===== config.mk =====
export PLATFORM = sky130hd
export DESIGN_NAME = sh3_apb_regs
export DESIGN_NICKNAME = d
export VERILOG_FILES = /design/src/hw/rtl/sh3_pkg.sv /design/src/hw/rtl/sh3_apb_regs.sv
export SDC_FILE = /design/constraint.sdc
export NUM_CORES = 1
export LEC_CHECK = 0
export BUFFER_PORTS_ARGS = -buffer_cell sky130_fd_sc_hd__buf_2
export CAP_MARGIN = 40
export CELL_PAD_IN_SITES_DETAIL_PLACEMENT = 0
export CELL_PAD_IN_SITES_GLOBAL_PLACEMENT = 1
export CORE_MARGIN = 4
export CORE_UTILIZATION = 33
export CTS_BUF_LIST = sky130_fd_sc_hd__clkbuf_8 sky130_fd_sc_hd__clkbuf_16
export DETAILED_ROUTE_END_ITERATION = 8
export PLACE_DENSITY_LB_ADDON = 0.1
export SYNTH_ARGS = -nofsm -noshare
export SYNTH_HDL_FRONTEND = slang
export SYNTH_SLANG_ARGS = --single-unit

===== constraint.sdc =====
create_clock -name clk -period 3 [get_ports clk]
set_input_delay 0.45 -clock clk [delete_from_list [all_inputs] [get_ports clk]]
set_output_delay 0.45 -clock clk [all_outputs]
set_load 0.01 [all_outputs]

===== src/hw/rtl/sh3_pkg.sv =====
package sh3_pkg;

	localparam int SAMPLE_W = 8;
	localparam int WIDTH_W  = 12;
	localparam int HEIGHT_W = 13;
	localparam int CHANS_W  = 3;
	localparam int APB_AW   = 4;
	localparam int APB_DW   = 32;

	localparam logic [WIDTH_W-1:0]  WIDTH_RST  = 12'd640;
	localparam logic [HEIGHT_W-1:0] HEIGHT_RST = 13'd480;
	localparam logic [CHANS_W-1:0]  CHANS_RST  = 3'd1;

	localparam logic [WIDTH_W-1:0]  WIDTH_MIN  = 12'd3;
	localparam logic [HEIGHT_W-1:0] HEIGHT_MIN = 13'd3;
	localparam logic [HEIGHT_W-1:0] HEIGHT_MAX = 13'd4096;

	localparam int CENTRE_GAIN = 5;

	typedef enum logic [1:0] {
		REG_WIDTH  = 2'd0,
		REG_HEIGHT = 2'd1,
		REG_CHANS  = 2'd2
	} reg_idx_t;

	// effective (range-limited) frame geometry plus a restart strobe on any register write
	typedef struct packed {
		logic [WIDTH_W-1:0]  width;
		logic [HEIGHT_W-1:0] height;
		logic [CHANS_W-1:0]  chans;
		logic                restart;
	} sh3_cfg_t;

endpackage


===== src/hw/rtl/sh3_apb_regs.sv =====
module sh3_apb_regs #(
	parameter int MAX_WIDTH    = 2048,
	parameter int MAX_CHANNELS = 4
) (
	input  logic                       clk,
	input  logic                       arst_n,
	input  logic                       psel,
	input  logic                       penable,
	input  logic                       pwrite,
	input  logic [sh3_pkg::APB_AW-1:0] paddr,
	input  logic [sh3_pkg::APB_DW-1:0] pwdata,
	output logic [sh3_pkg::APB_DW-1:0] prdata,
	output logic                       pready,
	output sh3_pkg::sh3_cfg_t          cfg
);

	logic [sh3_pkg::WIDTH_W-1:0]  width_q;
	logic [sh3_pkg::HEIGHT_W-1:0] height_q;
	logic [sh3_pkg::CHANS_W-1:0]  chans_q;
	sh3_pkg::reg_idx_t            idx;
	logic                         wr_en;

	assign pready = 1'b1;
	assign idx    = sh3_pkg::reg_idx_t'(paddr[3:2]);
	assign wr_en  = psel & penable & pwrite;

	always_ff @(posedge clk or negedge arst_n) begin
		if (!arst_n) begin
			width_q  <= sh3_pkg::WIDTH_RST;
			height_q <= sh3_pkg::HEIGHT_RST;
			chans_q  <= sh3_pkg::CHANS_RST;
		end else if (wr_en) begin
			case (idx)
				sh3_pkg::REG_WIDTH:  width_q  <= pwdata[sh3_pkg::WIDTH_W-1:0];
				sh3_pkg::REG_HEIGHT: height_q <= pwdata[sh3_pkg::HEIGHT_W-1:0];
				sh3_pkg::REG_CHANS:  chans_q  <= pwdata[sh3_pkg::CHANS_W-1:0];
				default: ;
			endcase
		end
	end

	always_comb begin
		case (idx)
			sh3_pkg::REG_WIDTH:  prdata = {{(sh3_pkg::APB_DW-sh3_pkg::WIDTH_W){1'b0}}, width_q};
			sh3_pkg::REG_HEIGHT: prdata = {{(sh3_pkg::APB_DW-sh3_pkg::HEIGHT_W){1'b0}}, height_q};
			sh3_pkg::REG_CHANS:  prdata = {{(sh3_pkg::APB_DW-sh3_pkg::CHANS_W){1'b0}}, chans_q};
			default:             prdata = '0;
		endcase
	end

	always_comb begin
		cfg.width = width_q;
		if (width_q < sh3_pkg::WIDTH_MIN) begin
			cfg.width = sh3_pkg::WIDTH_MIN;
		end else if (int'(width_q) > MAX_WIDTH) begin
			cfg.width = sh3_pkg::WIDTH_W'(MAX_WIDTH);
		end

		cfg.height = height_q;
		if (height_q < sh3_pkg::HEIGHT_MIN) begin
			cfg.height = sh3_pkg::HEIGHT_MIN;
		end else if (height_q > sh3_pkg::HEIGHT_MAX) begin
			cfg.height = sh3_pkg::HEIGHT_MAX;
		end

		cfg.chans = chans_q;
		if (chans_q == '0) begin
			cfg.chans = sh3_pkg::CHANS_W'(1);
		end else if (int'(chans_q) > MAX_CHANNELS) begin
			cfg.chans = sh3_pkg::CHANS_W'(MAX_CHANNELS);
		end

		case (idx)
			sh3_pkg::REG_WIDTH, sh3_pkg::REG_HEIGHT, sh3_pkg::REG_CHANS: cfg.restart = wr_en;
			default: cfg.restart = 1'b0;
		endcase
	end

endmodule


==> results of run 1 <==
## per-stage QoR
stage | util, % | setup WS [ps] | area, sq um
2_1_floorplan | - | 1460 | 1780
3_3_place_gp | 40.3 | 844 | 1970
3_5_place_dp | 40.3 | 823 | 1970
4_1_cts | 41.4 | 927 | 2020
5_1_grt | 41.4 | 850 | 2020
6_report | 41.4 | 989 | 2020
## path summary, 6_finish.rpt
path                                endpoint  slack, ps  depth (start not counted)
max in group asynchronous        width_q[11]       2390                          1
worst max-delay path                  cfg[4]        990                          4
min in group clk                height_q[12]        390                          2
worst min register to register   height_q[0]        520                          1
worst min-delay path              chans_q[1]        180                          1
worst max register to register  height_q[12]       1950                          1
## cells by family (layout without fill, tap and decap cells)
| kind of cell | Yosys count | in the layout | synth area share (%) |
|---|---|---|---|
| AOI/OAI and AO/OA | 9 | 9 | 2.63 |
| and+or+nand+nor | 46 | 46 | 16.1 |
| muxes | 40 | 40 | 26.1 |
| DFF | 28 | 28 | 41.5 |
| other | 2 | 20 | 0.439 |
| buffers and inverters | 36 | 71 | 13.2 |
## routing by layer
metal	up-vias	track usage, %	part of all wire, %
met5	-	0	0
met4	0	3.72	0.92
met3	4	2.48	7.4
met2	56	22.5	46
met1	594	18.2	45
li1	596	-	-
## cell usage in the layout (no fill, tap or decap), types with 2 or more instances in the layout
master     n
dfstp_2    7
a21oi_1    4
dfrtp_1   21
nor3_1     2
o21ai_1    4
buf_2     61
mux2_1    25
nor2_1    10
conb_1    20
nor4_1     3
nor2b_1   21
nand2_1    3
mux2_4     3
inv_1      5
mux2i_1   12
nand3_1    2
clkbuf_8   4
## Yosys cell counts, drive strengths merged
library cell	n
nor3	3
a21oi	4
inv	5
nor3b	1
conb	2
nand3	3
or3b	1
buf	25
and2	1
o21ai	5
nor4	3
dfrtp	21
dfstp	7
nor2b	21
nor2	10
mux2	28
mux2i	12
nand2	3
clkbuf	6
## sequential cells by signal, indices dropped and copies added, names as in the netlist
signal / count
height_q: 13
width_q: 12
chans_q: 3
## where the power goes
| group | switching, mW | internal [mW] |
|---|---|---|
| sequential | 0.109 | 0.482 |
| combinational | 0.213 | 0.208 |
| clock | 0.119 | 0.118 |
| total | 0.441 | 0.807 |
## critical path, delay by kind of cell, from the launching register on
family	cells	cell delay (ps)
buffers and inverters	1	150
DFF	1	580
AOI/OAI and AO/OA	1	100
and+or+nand+nor	2	470
## cell type report
class | count | area (sq um)
Sequential cell | 28 | 709
Clock buffer | 4 | 55.1
Fill cell | 519 | 2860
Inverter | 5 | 18.8
Timing Repair Buffer | 62 | 313
Multi-Input combinational cell | 115 | 842
Tap cell | 67 | 83.8
==> results.yml, run 1 <==
run_status:
  run_status: "finished, final reports clean"
critical_path:
  max_stage_delay_ps: 580
  worstPathArrival_ps: 1560
  worstSetupPathType: "reg2out"
  end_kind: "output port"
  crit_start: "height_q[12]"
  slowest_stage: "dfrtp_1"
  rr_startpoint: "height_q[12]"
  worstPathMaxFanout: 16
  cp-start-kind: "flip-flop"
  worstPathCellList: "nor4_1 -> nand3_1 -> o21ai_0 -> buf_2"
  crit_required_ps: 2550
logic_synthesis:
  synth_cells: 161
  synth_area_leaders: "dfrtp_1 (31%), mux2_1 (16%), dfstp_2 (11%)"
  ys_seq_area_share_pct: 41.5
  yosysTopAreaCell: "dfrtp_1"
  synth-seq-cells: 28
  synth_area_per_cell_sq_um: 10.6
  synthDistinctLibCells: 24
  syn_area_sq_um: 1710
  yosysTopAreaCellShare_pct: 30.7
  yosys_warnings: 0
pwr:
  p_leak_nw: 1.05
  p_per_area_nw_per_um2: 617
  total_power_mw: 1.25
  ir_drop_mv: 0.213
finish:
  layout.nets: 256
  drive_gt1_share_pct: 37.4
  diodes: 0
  area_growth_pct: 18.2
  fin_cells: 281
sta:
  final-setup-viol-count: 0
  rsz0062_at_grt: "no"
  fmax_mhz: 497
  finalHoldWorstSlack_ps: 185
  fin_crit_sh_pct: 67.0
  finalHoldViolCount: 0
  drv_slew: 0
  post-route-min-period_ps: 2010
  slew_headroom_pct: 45.8
  setup_tns_ps: 0
  fin_skew_ps: 0
  max_slew.worst_pin.slew_ps: 813
routing:
  vias: 1250
  first_iter_violations: 29
  drt_wl_total_um: 4260
  ant_nets: 0
  avgRoutedWirePerCell_um: 15.2
  first_pass_iters: 4
  viasPerCell: 4.45
  drc: 0
clock_tree:
  htreeDepth: 1
  clk_path_buf_depth: 2
  cts.sinks: 28
  clk_pin_slew_ps: 100
  ctsResizeCount: 0
  worstSkewPairLatency_ps: 270
  cts_hold_buf: 0
  cts_setup_buffers: 0
  cts_tree: "yes"
  root_buffer: "clkbuf_8"
  numCtsBuffers: 3
floorplanning:
  initial_utilization_pct: 35.1
  die_area_sq_um: 6400
  dieHeight_um: 80.0
  die_w_um: 80.0
  rows: 25
  io_pins: 103
  coreArea_sq_um: 4880
placement:
  dp_hpwl_um: 3220
  gp_congestion: 0.766
  portBuffers: 61
  dp_cells: 277
worst_hold_path:
  hold_class: "in2async"
global_routing:
  grt_usage_pct: 13.6
  antenna_found_initial: 0
  grt_pass1_wl_um: 6800
  grt_max_degree: 29
  grt_pass1_vias: 1326
  globalRouteOverflowTotal: 0
run:
  cap_violations: 0
Power figures use the tool's default switching activity.
==> run 2, diff against run 1 <==
ABC_AREA = 1   (was default)
CORE_UTILIZATION = 27   (was 33)
clock period = 1.8 ns   (was 3 ns; I/O delays follow)
==> results.yml, run 2 <==
logic_synthesis:
  yosysMostFrequentCell: "nand2_1"
  synthArstFlopShare_pct: 100
  synth_edf_count: 0
  synth_area_per_cell_sq_um: 7.39
  ys_seq_area_share_pct: 39.8
  yosysTopAreaCellShare_pct: 29.5
  synth-main-ff-cell: "dfrtp_1"
  synth_area_leaders: "dfrtp_1 (29%), dfstp_2 (10%), nand2_1 (9.9%)"
  synth_cells: 241
  synthDistinctLibCells: 23
  ys_top_cells_by_count: "nand2_1 (47), inv_1 (42), dfrtp_1 (21), nor2_1 (21), buf_4 (20)"
  yosys_warnings: 0
  synth-seq-cells: 28
  syn_area_sq_um: 1780
  yosysTopAreaCell: "dfrtp_1"
global_routing:
  antenna_found_initial: 0
  grt_pass1_vias: 1620
  grt_usage_pct: 13.7
  grt_pass1_wl_um: 8220
  grt_max_degree: 29
  globalRouteOverflowTotal: 0
placement:
  dp_cells: 371
  portBuffers: 61
  gp_congestion: 0.727
  dp_slack_ps: 135
  dp_hpwl_um: 3920
finish:
  fin_cells: 387
  n_fill_cell: 710
  layout_common_cells: "buf_2 (60), inv_1 (43), nand2_1 (41)"
  largest_reg_flops: 13
  diodes: 0
  area_growth_pct: 30.3
  layout_commonest_cell: "buf_2"
  drive_gt1_share_pct: 41.9
  multiInputGateArea_sq_um: 873
  layout.nets: 352
  reg_top3: "height_q x13, width_q x12, chans_q x3"
  top_register: "height_q"
  regArea_sq_um: 709
clock_tree:
  root_buffer: "clkbuf_8"
  htreeDepth: 1
  worstSkewPairLatency_ps: 270
  clk_path_buf_depth: 2
  cts_tree: "yes"
  cts_hold_buf: 0
  numCtsBuffers: 3
  cts.sinks: 28
  clk_pin_slew_ps: 100
worst_hold_path:
  hold_class: "in2async"
routing:
  first_pass_iters: 4
  wl_met3_um: 390
  drt_wl_total_um: 5360
  drc: 0
  avgRoutedWirePerCell_um: 13.9
  ant_nets: 0
  top_layer: "met4"
  routed-wl-met2_um: 2490
  drt-met1-wl_um: 2440
  vias: 1710
  viasPerCell: 4.42
  first_iter_violations: 63
sta:
  setup_tns_ps: 0
  rsz0062_at_grt: "yes"
  fin_skew_ps: 0
  max_slew.worst_pin.slew_ps: 654
  slew_headroom_pct: 56.4
  worst_slack_ps: 27.6
  finalHoldWorstSlack_ps: 10.9
  final-setup-viol-count: 0
  post-route-min-period_ps: 1770
  fmax_mhz: 564
  drv_slew: 0
  finalHoldViolCount: 0
  fin_crit_sh_pct: 98.5
critical_path:
  reg2reg_to: "height_q[11]"
  worstPathArrival_ps: 1500
  r2r_setup_slack_ps: 890
  crit_buf_inv: 1
  worstPathMaxFanout: 5
  slowest_stage: "dfrtp_1"
  worstSetupPathType: "reg2out"
  rr_startpoint: "height_q[11]"
  cp-start-kind: "flip-flop"
  crit_required_ps: 1530
  max_stage_delay_ps: 410
  reg2regPathDepth: 4
  crit_family: "simple AND/OR/NAND/NOR gates"
  end_kind: "output port"
  worstPathCellList: "nor2_2 -> nand2_2 -> nor2_4 -> nand2_4 -> a21oi_2 -> buf_2"
floorplanning:
  io_pins: 103
  coreArea_sq_um: 6390
  dieHeight_um: 89.2
  die_area_sq_um: 7960
  die_w_um: 89.2
  rows: 29
  initial_utilization_pct: 27.9
run_status:
  run_status: "finished, final reports clean"
pwr:
  p_per_area_nw_per_um2: 1000
  ir_drop_mv: 0.349
  p_leak_nw: 1.29
run:
  cap_violations: 0
run 2: how the worst max path moves through the flow:
stage | from | slack [ps] | cells past startpoint | end
after global routing | height_q[10] | -70 | 6 | cfg[12]
after CTS | width_q[5] | -7 | 6 | cfg[19]
after global placement | height_q[10] | 140 | 6 | cfg[7]
after floorplan | height_q[10] | 510 | 5 | cfg[10]
after detailed placement | height_q[10] | 130 | 6 | cfg[14]
final | height_q[10] | 30 | 6 | cfg[10]
run 2: routing by layer:
layer / vias to the layer above / track usage (%)
met5: - / 0
met4: 0 / 3.92
met3: 4 / 1.84
met2: 61 / 21.6
met1: 788 / 19.4
li1: 857 / -
run 2: area by class of cell:
type	instances	share of cell area, %
timing repair buffer	77	18.8
tap	77	4.15
clock inverter	1	0.162
sequential	28	30.6
inverter	43	6.95
clock buffer	3	1.78
multi-input combinational	158	37.6
run 2: cells by family (layout without fill, tap and decap cells):
kind of cell / after synthesis / after routing / synth area share [%]
flops: 28 / 28 / 39.8
simple gates: 75 / 76 / 17.2
compound gates: 62 / 62 / 20.7
buf+inv: 74 / 124 / 21.8
other cells: 2 / 20 / 0.422
run 2: worst reg2reg max path: stages, from the launching register on:
cell and delay (ps):
dfrtp_1 420, buf_4 140, buf_4 120, nand2_1 70, o21ai_2 50
run 2: metrics by stage:
stage	total power, mW	instance area (sq um)	utilization, %
final	2.32	2320	36.3
after global routing	2.50	2320	36.3
after CTS	2.25	2220	34.7
after detailed placement	1.77	2060	32.3
after global placement	1.77	2060	32.3
after floorplan	1.45	1850	-
run 2: repair_timing:
| action | in CTS | in global routing |
|---|---|---|
| gates cloned | 1 | 0 |
| pin swaps | 4 | 9 |
| setup endpoints to repair | 18 | 20 |
| buffers inserted | 8 | 3 |
| gates resized for setup | 14 | 23 |
run 2: report_power, final:
part	internal (mW)	switching, mW	leakage (nW)
logic	0.449	0.628	0.927
registers	0.782	0.111	0.340
clock network	0.153	0.201	0.0269
total	1.38	0.940	1.29
==> run 3, diff against run 2 <==
CORE_ASPECT_RATIO = 1.25   (was default)
==> results.yml, run 3 (same netlist as run 2, synthesis figures left out) <==
finish:
  layout_commonest_cell: "buf_2"
  diodes: 0
  drive_gt1_share_pct: 40.2
  largest_reg_flops: 13
  layout_common_cells: "buf_2 (60), inv_1 (42), nand2_1 (42)"
  n_fill_cell: 731
  reg_top3: "height_q x13, width_q x12, chans_q x3"
  top_register: "height_q"
  area_growth_pct: 28.9
  layout.nets: 348
  fin_cells: 391
clock_tree:
  clk_pin_slew_ps: 100
  root_buffer: "clkbuf_8"
  htreeDepth: 1
  cts_tree: "yes"
  numCtsBuffers: 3
  cts.sinks: 28
  worstSkewPairLatency_ps: 270
  clk_path_buf_depth: 2
  cts_hold_buf: 0
sta:
  rsz0062_at_grt: "yes"
  max_slew.worst_pin.slew_ps: 641
  finalHoldViolCount: 0
  final-setup-viol-count: 0
  worst_slack_ps: 2.09
  drv_slew: 0
  fin_crit_sh_pct: 99.9
  fmax_mhz: 556
  slew_headroom_pct: 57.2
  post-route-min-period_ps: 1800
  fin_skew_ps: 0
critical_path:
  reg2regPathDepth: 3
  cp-start-kind: "flip-flop"
  crit_required_ps: 1530
  crit_family: "simple AND/OR/NAND/NOR gates"
  worstSetupPathType: "reg2out"
  slowest_stage: "dfrtp_1"
  worstPathCellList: "nor2_2 -> nand2_2 -> nor2_4 -> nand2_4 -> a21oi_1 -> buf_2"
  reg2reg_to: "width_q[11]"
  worstPathArrival_ps: 1530
  crit_buf_inv: 1
  end_kind: "output port"
  worstPathMaxFanout: 5
  max_stage_delay_ps: 410
  rr_startpoint: "width_q[11]"
  r2r_setup_slack_ps: 940
routing:
  viasPerCell: 4.25
  ant_nets: 0
  drt_wl_total_um: 5380
  vias: 1662
  first_pass_iters: 5
  avgRoutedWirePerCell_um: 13.7
  drc: 0
  first_iter_violations: 60
pwr:
  p_per_area_nw_per_um2: 1020
  ir_drop_mv: 0.324
  p_leak_nw: 1.29
  total_power_mw: 2.33
placement:
  dp_slack_ps: 148
  dp_hpwl_um: 3940
  dp_cells: 378
  portBuffers: 61
  gp_congestion: 0.739
floorplanning:
  die_area_sq_um: 7970
  coreArea_sq_um: 6290
  dieHeight_um: 98.8
  rows: 32
  initial_utilization_pct: 28.3
  die_w_um: 80.7
  io_pins: 103
run_status:
  run_status: "finished, final reports clean"
global_routing:
  grt_max_degree: 29
  grt_usage_pct: 13.6
  antenna_found_initial: 0
  grt_pass1_wl_um: 8370
  globalRouteOverflowTotal: 0
  grt_pass1_vias: 1568
worst_hold_path:
  hold_class: "in2async"
run:
  cap_violations: 0
-- run 3: cell count changes in the layout (fill, tap and decap cells not counted), sizes merged --
| cell | delta |
|---|---|
| inv | -1 |
| clkbuf | +1 |
| buf | -4 |
-- run 3: routing by layer --
metal / vias to the layer above / global-route usage, % / wire, um
li1: 845 / - / -
met1: 764 / 19.0 / 2440
met2: 51 / 21.8 / 2580
met3: 2 / 2.01 / 317
met4: 0 / 3.51 / 38
met5: - / 0 / 0
-- run 3: cell type report --
class	count	area [sq um]	share of cell area, %
timing repair buffer	73	405	17.6
tap	85	106	4.63
sequential	28	709	30.9
inverter	43	161	7.03
multi-input combinational	158	860	37.4
clock buffer	4	55.1	2.40
-- run 3: what timing repair did --
action	in CTS	in global routing
resized for setup	13	22
endpoints found under the setup margin	18	21
pin swaps	4	10
setup buffers	5	3
gates cloned	1	0
-- run 3: stage by stage --
stage / TNS (ps) / utilization (%) / hold WS, ps / cell area (sq um)
after floorplan: 0 / - / -25.6 / 1850
after global placement: 0 / 32.8 / 339 / 2060
after detailed placement: 0 / 32.8 / 344 / 2060
after CTS: -9.06 / 35.0 / 34.3 / 2200
after global routing: -956 / 36.5 / 64.1 / 2300
final: 0 / 36.5 / 6.34 / 2300
-- run 3: how the worst max path moves through the flow --
stage                  from       to  slack [ps]  cells after the start
6_report        height_q[9]   cfg[7]           2                      6
5_1_grt         height_q[9]  cfg[13]         -90                      6
3_3_place_gp   height_q[10]   cfg[7]         100                      6
3_5_place_dp   height_q[10]   cfg[6]         150                      6
2_1_floorplan  height_q[10]  cfg[10]         510                      5
4_1_cts        height_q[10]   cfg[7]          -3                      6
-- run 3: power breakdown --
part / internal (mW) / switching, mW / total [mW]
registers: 0.781 / 0.114 / 0.896
clock network: 0.196 / 0.204 / 0.400
logic: 0.422 / 0.614 / 1.04
total: 1.40 / 0.933 / 2.33
